[src/rtl/feb_pkg.sv]
// ----------------------------------------------------------------------------
// feb_pkg
// Shared types, cipher tables and the round function of the Feistel encryptor.
// ----------------------------------------------------------------------------
package feb_pkg;

    localparam int ROUNDS    = 10;
    localparam int KEY_W     = 32;
    localparam int HALF_W    = 32;
    localparam int BLOCK_W   = 64;
    localparam int S_DATA_W  = 96;
    localparam int M_DATA_W  = 64;

    // working set carried from cell to cell
    typedef struct packed {
        logic [KEY_W-1:0]  key;
        logic [HALF_W-1:0] l;
        logic [HALF_W-1:0] r;
    } t_cell;

    localparam logic [3:0] SBOX1 [16] = '{
        4'hE, 4'h4, 4'hD, 4'h1, 4'h2, 4'hF, 4'hB, 4'h8,
        4'h3, 4'hA, 4'h6, 4'hC, 4'h5, 4'h9, 4'h0, 4'h7
    };
    localparam logic [3:0] SBOX2 [16] = '{
        4'h5, 4'h6, 4'hC, 4'hF, 4'h8, 4'hA, 4'h0, 4'h4,
        4'hB, 4'h3, 4'h7, 4'hD, 4'hE, 4'h1, 4'h2, 4'h9
    };
    // destination of each bit, both positions counted from the msb
    localparam logic [4:0] PERM [32] = '{
        5'd29, 5'd1,  5'd17, 5'd8,  5'd30, 5'd22, 5'd28, 5'd6,
        5'd18, 5'd4,  5'd12, 5'd19, 5'd21, 5'd26, 5'd2,  5'd20,
        5'd31, 5'd10, 5'd9,  5'd25, 5'd13, 5'd0,  5'd23, 5'd15,
        5'd3,  5'd27, 5'd5,  5'd11, 5'd7,  5'd14, 5'd24, 5'd16
    };

    // rotate both 16-bit key halves left by one
    function automatic logic [KEY_W-1:0] rot_halves(input logic [KEY_W-1:0] k);
        rot_halves = {k[30:16], k[31], k[14:0], k[15]};
    endfunction

    function automatic logic [HALF_W-1:0] round_fn(input logic [HALF_W-1:0] r,
                                                   input logic [KEY_W-1:0]  k);
        logic [HALF_W-1:0] x;
        logic [HALF_W-1:0] s;
        logic [HALF_W-1:0] p;
        logic [4:0]        dst;
        x = r ^ k;
        s = '0;
        p = '0;
        // nibble i counted from the msb; even ones use sbox1
        for (int i = 0; i < 8; i++) begin
            if (i % 2 == 0) begin
                s[28-4*i +: 4] = SBOX1[x[28-4*i +: 4]];
            end else begin
                s[28-4*i +: 4] = SBOX2[x[28-4*i +: 4]];
            end
        end
        for (int i = 0; i < 32; i++) begin
            dst = 5'd31 - PERM[i];
            p[dst] = s[31-i];
        end
        round_fn = p;
    endfunction

endpackage

[src/rtl/feb_cell.sv]
// ----------------------------------------------------------------------------
// feb_cell
// One cipher round with its output register and a valid/ready link.
// ----------------------------------------------------------------------------
module feb_cell (
    input  logic           i_clk,
    input  logic           i_rst_n,
    input  logic           i_valid,
    input  feb_pkg::t_cell i_data,
    output logic           o_ready,
    output logic           o_valid,
    output feb_pkg::t_cell o_data,
    input  logic           i_ready
);
    import feb_pkg::*;

    logic  r_valid;
    t_cell r_data;
    t_cell n_data;
    logic  [KEY_W-1:0] rkey;

    assign rkey       = rot_halves(i_data.key);
    assign n_data.key = rkey;
    assign n_data.l   = i_data.r;
    assign n_data.r   = i_data.l ^ round_fn(i_data.r, rkey);

    // register may take a new request when empty or when its content moves on
    assign o_ready = !r_valid || i_ready;

    always_ff @(posedge i_clk) begin
        if (!i_rst_n) begin
            r_valid <= 1'b0;
        end else if (o_ready) begin
            r_valid <= i_valid;
        end
    end

    always_ff @(posedge i_clk) begin
        if (o_ready && i_valid) begin
            r_data <= n_data;
        end
    end

    assign o_valid = r_valid;
    assign o_data  = r_data;

endmodule

[src/rtl/feistel_block_encrypt_top.sv]
// ----------------------------------------------------------------------------
// feistel_block_encrypt_top
// 64-bit Feistel encryptor, one round per cell, one block per cycle while the output is drained.
// ----------------------------------------------------------------------------
// channel  | dir | tdata bits (lowest first)
// s_axis   | in  | key_word[31:0], plain_block[95:32]
// m_axis   | out | cipher_block[63:0]
//
// one register per round cell
// a new request is taken every cycle while the output is drained
// ready ripples back through the cells, so bubbles are filled under stall
// the last cell register is the output register
// synchronous active-low reset clears the valid bits only
// ----------------------------------------------------------------------------
module feistel_block_encrypt_top (
    input  logic                            i_clk,
    input  logic                            i_rst_n,
    input  logic                            i_s_tvalid,
    output logic                            o_s_tready,
    input  logic [feb_pkg::S_DATA_W-1:0]    i_s_tdata,  // key_word, plain_block
    output logic                            o_m_tvalid,
    input  logic                            i_m_tready,
    output logic [feb_pkg::M_DATA_W-1:0]    o_m_tdata   // cipher_block
);
    import feb_pkg::*;

    logic  vld [ROUNDS+1];
    logic  rdy [ROUNDS+1];
    t_cell dat [ROUNDS+1];

    assign vld[0]     = i_s_tvalid;
    assign dat[0].key = i_s_tdata[KEY_W-1:0];
    assign dat[0].l   = i_s_tdata[KEY_W+BLOCK_W-1 -: HALF_W];
    assign dat[0].r   = i_s_tdata[KEY_W +: HALF_W];
    assign o_s_tready = rdy[0];

    for (genvar g = 0; g < ROUNDS; g++) begin : g_cell
        feb_cell u_cell (
            .i_clk   (i_clk),
            .i_rst_n (i_rst_n),
            .i_valid (vld[g]),
            .i_data  (dat[g]),
            .o_ready (rdy[g]),
            .o_valid (vld[g+1]),
            .o_data  (dat[g+1]),
            .i_ready (rdy[g+1])
        );
    end

    assign rdy[ROUNDS] = i_m_tready;
    assign o_m_tvalid  = vld[ROUNDS];
    assign o_m_tdata   = {dat[ROUNDS].r, dat[ROUNDS].l};

    // an empty output means the whole chain can take a request
    a_empty_ready: assert property (@(posedge i_clk) disable iff (!i_rst_n)
        !o_m_tvalid |-> o_s_tready)
        else $error("input stalled with empty output");

    a_ready_pass: assert property (@(posedge i_clk) disable iff (!i_rst_n)
        i_m_tready |-> o_s_tready)
        else $error("ready not passed back through cells");

    a_first_cell: assert property (@(posedge i_clk) disable iff (!i_rst_n)
        (i_s_tvalid && o_s_tready) |=> vld[1])
        else $error("accepted request lost in first cell");

    a_reset_clear: assert property (@(posedge i_clk)
        !i_rst_n |=> !o_m_tvalid)
        else $error("output valid after reset");

endmodule
[config.mk]
export PLATFORM = sky130hd
export DESIGN_NAME = feistel_block_encrypt_top
export DESIGN_NICKNAME = d
export VERILOG_FILES = /design/src/rtl/feb_pkg.sv /design/src/rtl/feb_cell.sv /design/src/rtl/feistel_block_encrypt_top.sv
export SDC_FILE = /design/constraint.sdc
export NUM_CORES = 1
export LEC_CHECK = 0
export ABC_AREA = 0
export BUFFER_PORTS_ARGS = -buffer_cell sky130_fd_sc_hd__buf_2
export CORE_MARGIN = 2
export CORE_UTILIZATION = 60
export DETAILED_ROUTE_END_ITERATION = 7
export PLACE_DENSITY = 0.78
export SYNTH_ARGS = -nofsm -noshare
export SYNTH_HDL_FRONTEND = slang
export SYNTH_HIERARCHICAL = 1
export SYNTH_SLANG_ARGS = --single-unit
[constraint.sdc]
create_clock -name i_clk -period 5.8 [get_ports i_clk]
set_input_delay 0.87 -clock i_clk [delete_from_list [all_inputs] [get_ports i_clk]]
set_output_delay 0.87 -clock i_clk [all_outputs]
set_load 0.02 [all_outputs]
# Yosys cells after proc, flatten, opt, wreduce, memory -nomap -nowiden
# Memory sizes are Yosys's and may differ from the RTL's.
# Cells that the tools add are included.
[totals] ff_bits=938 mem_bits_ro=5120 in_bits=100 out_inout_bits=66 word_cells=489 mem_count=80
[classes] order_cmp=80 n_mux=160 bitwise_logic=100 reduce_logical=30
[memory_table] memory="(name not given)" depth=16 width=4 read_ports=1 rd_clocked_by_memory_dff=0 write_ports=0 line="feb_pkg.sv:54" rtl="s[28-4*i +: 4] = SBOX1[x[28-4*i +: 4]];"
[memory_table] memory="(name not given)" depth=16 width=4 read_ports=1 rd_clocked_by_memory_dff=0 write_ports=0 line="feb_pkg.sv:54"
[memory_table] memory="(name not given)" depth=16 width=4 read_ports=1 rd_clocked_by_memory_dff=0 write_ports=0 line="feb_pkg.sv:56" rtl="s[28-4*i +: 4] = SBOX2[x[28-4*i +: 4]];"
[memory_table] memory="(name not given)" depth=16 width=4 read_ports=1 rd_clocked_by_memory_dff=0 write_ports=0 line="feb_pkg.sv:54"
[memory_table] memory="(name not given)" depth=16 width=4 read_ports=1 rd_clocked_by_memory_dff=0 write_ports=0 line="feb_pkg.sv:54"
[memory_table] memory="(name not given)" depth=16 width=4 read_ports=1 rd_clocked_by_memory_dff=0 write_ports=0 line="feb_pkg.sv:56"
[memory_table] memory="74 more memories"
[ops] cell="two-way mux 4 bit" n=160
[ops] cell="bitwise XOR 32 bit" n=20
[ops] cell="greater-or-equal comparator 5 bit (second input constant)" n=80
[ops] cell="NOT 4 -> 5 bit" n=80
[ops] cell="logical AND 1 bit" n=10
[ops] cell="zero test 1 bit" n=10
[ops] cell="logical OR 1 bit" n=10

# Depth between registers and ports, before layout
# Gate-level depths: netlist (run 1).
[depth] ltp_word=12 mapped_depth=11 depth_no_buf=11

# By module
# The synthesis (run 1) kept the hierarchy.
[by_module_without_submodules] module="feb_cell" instances=10 cells_per_inst=307 area_each_um2=4456.8 seq_area_each_um2=2902.8

# Worst setup path before layout (run 1)
# OpenSTA, ideal clock, no wires.
[synth_timing] path_type="input to register" startpoint="input i_m_tready" endpoint="register g_cell[0].u_cell.r_data, in the netlist g_cell[0].u_cell/o_data[0], enable pin" setup_time_ns=0.465 t_arrival_ns=4.416 required_time_ns=5.335 setup_slack_ns=0.919 path_stages=11 path_buffers=0 cell_sequence="nand2b_1 > nand2b_1 > nand2b_1 > nand2b_1 > nand2b_1 > nand2b_1 > nand2b_1 > nand2b_1 > nand2b_1 > nand2b_1 > and2_1"
[synth_lines] item="from (decl)" line="feistel_block_encrypt_top.sv:22" rtl="input logic i_m_tready,"
[synth_lines] item="to (signal assigned)" line="feb_cell.sv:40" rtl="r_data <= n_data;"
[synth_lines] item="to (decl)" line="feb_cell.sv:18" rtl="t_cell r_data;"

==> metrics.yaml, run 1 <==
worst_setup_path:
  worstSetupStartpointType: "primary input"
  crit_chain: "buf_2 -> nand2b_1 -> nand2b_1 -> nand2b_1 -> nand2b_1 -> nand2b_1 -> nand2b_1 -> nand2b_1 -> nand2b_1 -> nand2b_1 -> nand2b_1 -> buf_2"
  crit_type: "in2out"
  required_ps: 4930
  crit_top_cell: "nand2b_1"
  critPathMaxFanout: 3
  critPathArrivalTime_ps: 3040
  crit_path_top_delay_cell: "nand2b_1"
  critPathBufInv: 2
  crit_family: "simple AND/OR/NAND/NOR gates"
  cpPeakStageDelay_ps: 230
  endpoint_kind: "output port"
timing:
  min_period_ps: 3910
  worst_pin_slew_ps: 1040
  hold_violations: 0
  rsz0062_at_grt: "no"
  slew_violations: 0
  maxSlewHeadroom_pct: 31.0
  min_period_over_period_pct: 67.4
  final.setup.worst_slack_ps: 1890
  setup_viol: 0
  fmax_mhz: 256
  clock_skew_ps: 12.5
  final.setup.tns_ps: 0
floorplan:
  core_area_um2: 71700
  design.die.area_um2: 74900
  die_height_um: 274
  pin_count: 166
  initial_utilization_pct: 60.8
  fp-row-count: 98
  die_x_um: 274
synthesis:
  ys_warn_count: 6
  syn-num-nets: 3198
  syn_area_um2: 43600
  syn-mean-instance-area_um2: 14.4
  netlist_instances: 3038
placement:
  gp_congestion: 0.904
  io_buffers: 165
  dp_slack_ps: 1980
  place_area_um2: 45700
  dp_hpwl_um: 65800
finish:
  drive_gt1_share_pct: 12.7
  layout.nets: 3470
  fill_cells: 4761
  syn_to_final_growth_pct: 11.7
  multi_input_area_um2: 15200
  fin_area_um2: 48700
  regArea_um2: 28100
clock_network:
  ctsResizeCount: 0
  cts_setup_buffers: 0
  cts-buffers-inserted: 93
  cts_buffer_depth: 3
  tritoncts: "yes"
  cts.sinks: 938
  root_buffer: "clkbuf_16"
  postCtsHoldBufs: 0
  clk_pin_slew_worst_paths_ps: 60
  htree_levels: 3
  clock_latency_ps: 640
power_and_ir_drop:
  ir_drop_v: 0.000236
  leakagePower_nw: 16.4
  p_per_area_nw_per_um2: 313
detailed_routing:
  drt_first_pass_iters: 6
  final_antenna_net_count: 0
  drc_errors: 0
  viasPerCell: 5.65
  wire_per_inst_um: 19.8
  drt-initial-drc-count: 1584
  drt_wl_total_um: 85800
  via_count: 24500
grt:
  grt_start_max_net_pins: 97
  overflow: 0
  grt_pass1_wl_um: 133000
  grt_pass1_vias: 24200
  grt_usage_pct: 23.0
  antenna_found_initial: 0
outcome:
  status: "complete, no violations"
run:
  maxCapViolCount: 0
hold_path:
  min_path_type: "in2reg"
registers in the layout, indices dropped and copies added, names as in the netlist:
name                   cells
g_cell.u_cell/o_data     928
g_cell.u_cell/o_valid     10
layout make-up:
cell class / instances / share of cell area, %
sequential: 938 / 57.6
clock inverter: 62 / 1.11
multi-input combinational: 2000 / 31.2
antenna: 1 / 0.00514
timing repair buffer: 177 / 1.91
clock buffer: 110 / 4.97
inverter: 100 / 0.771
tap: 950 / 2.44
stage by stage:
step / hold slack, ps / cells / util, % / total power [mW]
2_1_floorplan: 444 / 3038 / - / 9.13
3_3_place_gp: 457 / 4165 / 63.8 / 9.47
3_5_place_dp: 460 / 4165 / 63.8 / 9.58
4_1_cts: 394 / 4337 / 67.9 / 15.3
5_1_grt: 397 / 4337 / 67.9 / 15.8
6_report: 430 / 4338 / 67.9 / 15.2
report_power, final:
group          total (mW)  leakage [nW]  internal (mW)  switching, mW
registers            7.90          8.57           7.72          0.185
logic                1.55          6.38          0.650          0.904
clock network        5.77          1.44           3.31           2.46
total                15.2          16.4           11.7           3.55
per-layer routing:
metal | share of wire [%] | GRT usage [%]
met2 | 52 | 41.6
met5 | 0 | 0
met4 | 6.6 | 14.2
met3 | 3.9 | 2.84
met1 | 38 | 26.0
worst reg2reg max path: stages (launching register included):
cell,delay [ps]
dfxtp_1,310
nand2b_1,90
nand2b_1,140
nand2b_1,150
nand2b_1,160
nand2b_1,160
nand2b_1,190
nand2b_1,220
nand2b_1,170
nand2b_1,160
and2_4,780
buf_4,350
worst paths after layout:
| path | from | end | slack [ps] | cells past startpoint |
|---|---|---|---|---|
| worst max register to register | g_cell[9].u_cell/o_valid | g_cell[1].u_cell/o_data[29] | 2630 | 11 |
| worst min register to register | g_cell[8].u_cell/o_valid | g_cell[9].u_cell/o_valid | 470 | 2 |
| worst min-delay path | i_s_tdata[41] | g_cell[0].u_cell/o_data[41] | 430 | 1 |
| worst max-delay path | i_m_tready | o_s_tready | 1890 | 12 |
cell usage in the layout (no fill, tap or decap), drive strengths merged, types with 20 or more instances in the layout:
cell type,n
o21ai,160
o221ai,50
xor2,310
a21oi,120
nand4,40
buf,177
mux2i,20
nor3,30
or2,20
xnor2,590
edfxtp,928
ha,60
o211ai,20
inv,108
nor2,130
a221oi,20
o22ai,70
maj3,20
o31ai,30
clkinv,41
clkbuf,110
nand2,200
No activity file was read; power rests on OpenSTA's default activity.
==> inputs of run 2 (changes only) <==
- clock period: 5.8 -> 3.67 ns (I/O delays scaled with it)
==> run 2 against run 1 <==
Effect of this change:
- total power is 60% higher
- utilization increased by 0.39 points
- cell count increased by 0.30%
- wire length up 1.7%
- critical path depth down 1
- flip-flop and latch count stayed put
- critical path type is now reg2out
- largest power group unchanged
==> metrics.yaml, run 2 (same netlist as run 1, synthesis figures left out) <==
finish:
  syn_to_final_growth_pct: 12.4
  largest_reg_flops: 928  # unchanged
  drive_gt1_share_pct: 13.1  # +0.39 points
  layout.nets: 3484  # +0.40%
  layout_common_cells: "edfxtp_1, xnor2_1, xor2_1, nand2_1, buf_2"
  layout_commonest_cell: "edfxtp_1"
timing:
  worst_pin_slew_ps: 859  # -176 ps
  clock_skew_ps: 20.2  # +7.69 ps
  min_period_over_period_pct: 94.6
  slew_violations: 0  # unchanged
  hold_violations: 0  # unchanged
  setup_viol: 0  # unchanged
  rsz0062_at_grt: "no"
  final.setup.tns_ps: 0  # unchanged
  min_period_ps: 3470
  maxSlewHeadroom_pct: 42.3  # +11 points
  fmax_mhz: 288
run:
  maxCapViolCount: 0  # unchanged
clock_network:
  cts_buffer_depth: 3  # unchanged
  ctsResizeCount: 0  # unchanged
  clk_pin_slew_worst_paths_ps: 70  # about the same
  postCtsHoldBufs: 0  # unchanged
  cts-buffers-inserted: 91  # -2.2%
  tritoncts: "yes"
  root_buffer: "clkbuf_16"
  cts_setup_buffers: 0  # unchanged
  clock_latency_ps: 640  # about the same
  htree_levels: 3  # unchanged
  cts.sinks: 938  # unchanged
worst_setup_path:
  required_ps: 3120  # -1810 ps
  crit_top_cell: "nand2b_1"
  worstSetupStartpointType: "flip-flop"
  reg2reg_depth: 12  # +1
  crit_type: "reg2out"
  crit_cells: 11  # -1
  crit_chain: "nand2b_1 -> nand2b_1 -> nand2b_1 -> nand2b_1 -> nand2b_1 -> nand2b_1 -> nand2b_1 -> nand2b_1 -> nand2b_1 -> nand2b_1 -> buf_2"
  crit_path_top_delay_cell: "dfxtp_1"
  endpoint_kind: "output port"
  critPathBufInv: 1  # -1
  critPathMaxFanout: 3  # unchanged
  crit_family: "simple AND/OR/NAND/NOR gates"
  cpPeakStageDelay_ps: 320  # +90 ps
  critPathArrivalTime_ps: 2920  # -120 ps
power_and_ir_drop:
  total_power_mw: 24.3  # +60%
  leakagePower_nw: 16.5  # +0.72%
  ir_drop_v: 0.000449  # +90%
  p_per_area_nw_per_um2: 496  # +59%
floorplan:
  design.die.area_um2: 74900  # unchanged
  die_x_um: 274  # unchanged
  core_area_um2: 71700  # unchanged
  initial_utilization_pct: 60.8  # unchanged
  fp-row-count: 98  # unchanged
  pin_count: 166  # unchanged
  die_height_um: 274  # unchanged
grt:
  grt_pass1_wl_um: 135000  # +1.4%
  grt_pass1_vias: 24600  # +1.5%
  grt_usage_pct: 23.4  # +0.40 points
  overflow: 0  # unchanged
  grt_start_max_net_pins: 71  # -27%
  antenna_found_initial: 0  # unchanged
placement:
  gp_congestion: 0.923  # +2.2%
  dp_hpwl_um: 67000  # +1.7%
  io_buffers: 165  # unchanged
detailed_routing:
  drc_errors: 0  # unchanged
  drt_wl_total_um: 87200  # +1.7%
  viasPerCell: 5.64  # -0.10%
  drt_first_pass_iters: 6  # unchanged
  final_antenna_net_count: 0  # unchanged
  wire_per_inst_um: 20.0  # +1.4%
  via_count: 24500  # +0.20%
  drt-initial-drc-count: 1776  # +12%
outcome:
  status: "complete, no violations"
hold_path:
  min_path_type: "in2reg"
  whs_path_depth: 1  # unchanged
[run 2: changes by cell type in the layout (fill, tap and decap cells not counted), sizes merged]
| cell | delta |
|---|---|
| inv | -5 |
| clkbuf | -6 |
| bufinv | +5 |
| buf | +16 |
| clkinvlp | +3 |
[run 2: worst paths after layout]
kind	slack, ps	to	startpoint
min	110	g_cell[0].u_cell/o_data[37]	i_s_tdata[37]
max reg2reg	760	g_cell[0].u_cell/o_data[45]	g_cell[9].u_cell/o_valid
max	200	o_s_tready	g_cell[9].u_cell/o_valid
min reg2reg	470	g_cell[9].u_cell/o_data[45]	g_cell[8].u_cell/o_data[13]
[run 2: routing by layer]
layer | vias to the layer above | share of wire, % | track usage (%) | wire length [µm]
li1 | 11800 | - | - | -
met3 | 206 | 3.9 | 2.82 | 3370
met4 | 0 | 6.0 | 13.7 | 5240
met5 | - | 0 | 0 | 0
met2 | 782 | 52 | 42.7 | 45600
met1 | 11800 | 38 | 26.4 | 33000
[run 2: final cells by class]
| class | count | area, µm² |
|---|---|---|
| well taps | 950 | 1190 |
| multi-input cells | 2000 | 15200 |
| flip-flops and latches | 938 | 28100 |
| clock inverters | 65 | 654 |
| repair buffers | 193 | 1150 |
| clock buffers | 104 | 2370 |
| diodes | 1 | 2.50 |
| fillers | 4782 | 22700 |
| inverters | 100 | 375 |
[run 2: worst register-to-register path, stage by stage (launching register included)]
cell	delay (ps)
dfxtp_1	320
nand2b_1	80
nand2b_1	180
nand2b_1	180
nand2b_1	180
nand2b_1	200
nand2b_1	200
nand2b_1	200
nand2b_1	200
nand2b_1	190
nand2b_1	190
and2_4	270
buf_12	250
[run 2: per-stage QoR]
stage / hold WS, ps / instance area [µm²] / setup slack (ps) / cells / util, %
final: 108 / 49000 / 198 / 4351 / 68.3
after global routing: 88.4 / 49000 / 1.11 / 4350 / 68.3
after CTS: 64.7 / 49000 / 181 / 4350 / 68.3
after detailed placement: 456 / 46000 / 434 / 4181 / 64.1
after global placement: 453 / 46000 / 432 / 4181 / 64.1
after floorplan: 444 / 43600 / 86.2 / 3038 / -
[run 2: power breakdown]
group | leakage, nW | total (mW) | switching [mW] | internal (mW)
clock network | 1.45 | 9.32 | 3.84 | 5.48
logic | 6.48 | 2.48 | 1.45 | 1.03
registers | 8.57 | 12.5 | 0.298 | 12.2
==> inputs of run 3 (changes only) <==
- ABC_AREA: 0 -> 1
- PLACE_DENSITY: 0.78 -> 0.77
==> run 3 against run 2 <==
Effect of this change:
- total power increased by 3.7%
- global-route usage increased by 2.3 points
- via count increased by 52%
- combinational power about the same
- first-iteration DRC count increased by 48%
- final area increased by 14%
- clock skew about the same
- synthesized cell count increased by 85%
- sequential power about the same
- critical path type unchanged
- largest power group unchanged
- highest routed layer unchanged
==> metrics.yaml, run 3 <==
clock_network:
  cts-buffers-inserted: 97  # +6.6%
  postCtsHoldBufs: 0  # unchanged
  tritoncts: "yes"
  cts_setup_buffers: 0  # unchanged
  htree_levels: 3  # unchanged
  cts_buffer_depth: 3  # unchanged
  root_buffer: "clkbuf_16"
  clk_pin_slew_worst_paths_ps: 60  # about the same
  clock_latency_ps: 640  # about the same
  cts.sinks: 938  # unchanged
synthesis:
  syn-num-nets: 5788  # +81%
  syn_area_um2: 49700  # +14%
  ys_warn_count: 6  # unchanged
  netlist_instances: 5628  # +85%
  syn-mean-instance-area_um2: 8.82  # -39%
timing:
  min_period_over_period_pct: 92.5  # -2.1 points
  worst_pin_slew_ps: 832  # -27.2 ps
  maxSlewHeadroom_pct: 44.5  # +2.2 points
  fmax_mhz: 295  # +2.3%
  setup_viol: 0  # unchanged
  clock_skew_ps: 20.5  # +0.314 ps
  hold_violations: 0  # unchanged
  final.setup.tns_ps: 0  # unchanged
  min_period_ps: 3390  # -77.6 ps
  rsz0062_at_grt: "no"
  hold_slack_ps: 121  # +12.6 ps
  slew_violations: 0  # unchanged
placement:
  io_buffers: 165  # unchanged
  place_area_um2: 52500  # +14%
  gp_congestion: 0.945  # +2.3%
  dp_hpwl_um: 84900  # +27%
power_and_ir_drop:
  p_sw_mw: 6.02  # +7.9%
  leakagePower_nw: 26.3  # +59%
  pwr-share-comb_pct: 9.8  # -0.4 points
  intPower_mw: 19.2  # +2.4%
  ir_drop_v: 0.000344  # -23%
  p_per_area_nw_per_um2: 451  # -9.1%
  p_seq_share_pct: 49.9  # -1.5 points
  clkPwrFrac_pct: 40.3  # +1.9 points
  switching_share_pct: 23.9  # +0.95 points
finish:
  fin_area_um2: 55900  # +14%
  syn_to_final_growth_pct: 12.5
  antenna_cells: 0  # -1
  drive_gt1_share_pct: 10.6  # -2.5 points
  final_util_pct: 68.1  # -0.16 points
  fill_cells: 6129  # +28%
  layout_common_cells: "nand2_1, edfxtp_1, inv_1, nand3_1, buf_2"
  largest_reg_flops: 928  # unchanged
  layout_commonest_cell: "nand2_1"
  layout.nets: 6116  # +76%
detailed_routing:
  drt-initial-drc-count: 2628  # +48%
  via_count: 37300  # +52%
  drt_first_pass_iters: 6  # unchanged
  drt_wl_total_um: 109000  # +25%
  drc_errors: 0  # unchanged
  final_antenna_net_count: 0  # unchanged
  wire_per_inst_um: 15.4  # -23%
  viasPerCell: 5.24  # -7.0%
hold_path:
  min_from: "i_s_tdata[35]"
  whs_path_depth: 1  # unchanged
  min_path_type: "in2reg"
  holdPathEnd: "g_cell[0].u_cell/o_data[35]"
grt:
  grt_start_max_net_pins: 71  # unchanged
  overflow: 0  # unchanged
  grt_pass1_wl_um: 173000  # +28%
  antenna_found_initial: 0  # unchanged
  grt_usage_pct: 25.7  # +2.3 points
  grt_pass1_vias: 34500  # +40%
worst_setup_path:
  reg2reg_from: "g_cell[9].u_cell/o_valid"
  critPathArrivalTime_ps: 2840  # -80 ps
  cpPeakStageDelay_ps: 360  # +40 ps
  r2r_setup_slack_ps: 940  # +180 ps
  crit_family: "buffers and inverters"
  worstSetupStartpointType: "flip-flop"
  crit_type: "reg2out"
  rr_endpoint: "g_cell[0].u_cell/o_data[32]"
  crit_top_cell: "nand2_1"
  crit_chain: "nand2_1 -> inv_1 -> nand2_1 -> inv_1 -> nand2_1 -> inv_1 -> nand2_1 -> inv_2 -> nand2_1 -> inv_2 -> nand2_1 -> inv_2 -> nand2_1 -> inv_1 -> nand2_1 -> inv_2 -> nand2_1 -> inv_2 -> nand2_1 -> buf_2"
  critPathBufInv: 10  # +9
  endpoint_kind: "output port"
  required_ps: 3120  # about the same
  critPathMaxFanout: 3  # unchanged
  reg2reg_depth: 21  # +9
  crit_path_top_delay_cell: "dfxtp_2"
outcome:
  status: "complete, no violations"
run:
  maxCapViolCount: 0  # unchanged
floorplan:
  initial_utilization_pct: 60.6  # -0.22 points
  pin_count: 166  # unchanged
  fp-row-count: 105  # +7.1%
  design.die.area_um2: 85100  # +14%
  die_x_um: 292  # +6.6%
  die_height_um: 292  # +6.6%
  core_area_um2: 82000  # +14%
-- run 3: metrics by stage --
| stage | instances | power, mW | worst slack, ps |
|---|---|---|---|
| 3_5_place_dp | 6927 | 15.2 | 353 |
| 5_1_grt | 7106 | 26.2 | 3.84 |
| 4_1_cts | 7106 | 25.3 | 8.86 |
| 3_3_place_gp | 6927 | 15.1 | 372 |
| 6_report | 7106 | 25.2 | 275 |
| 2_1_floorplan | 5628 | 14.5 | -282 |
-- run 3: metal layers --
metal | global-route usage [%] | part of all wire, %
met1 | 28.6 | 38
met5 | 0 | 0
met2 | 46.5 | 50
met3 | 2.75 | 4.3
met4 | 17.8 | 7.6
-- run 3: how the worst max path moves through the flow --
stage | from | endpoint | slack (ps) | cells past startpoint
2_1_floorplan | i_m_tready | g_cell[8].u_cell/o_data[0] | -280 | 4
3_3_place_gp | i_m_tready | o_s_tready | 370 | 22
3_5_place_dp | i_m_tready | o_s_tready | 350 | 22
4_1_cts | g_cell[9].u_cell/o_valid | o_s_tready | 9 | 20
5_1_grt | g_cell[9].u_cell/o_valid | o_s_tready | 4 | 20
6_report | g_cell[9].u_cell/o_valid | o_s_tready | 280 | 20
-- run 3: what timing repair did --
item                       CTS  global route
hold endpoints to repair     0             0
setup endpoints to repair    0             1
resized for setup            0             6
-- run 3: power by group through the flow --
stage               clock (mW)  sequential, mW  combinational, mW
detailed placement           0            12.8               2.42
global route              10.8            12.6               2.84
global placement             0            12.8               2.33
floorplan                    0            12.6               1.89
finish                    10.1            12.6               2.48
CTS                       10.3            12.6               2.45
-- run 3: area by class of cell --
type / count / area, µm² / share of cell area, %
Timing Repair Buffer: 229 / 1430 / 2.56
Inverter: 744 / 2790 / 5.00
Clock inverter: 62 / 771 / 1.38
Sequential cell: 938 / 28100 / 50.2
Clock buffer: 117 / 2550 / 4.57
Tap cell: 1070 / 1340 / 2.40
Multi-Input combinational cell: 3946 / 18900 / 33.8
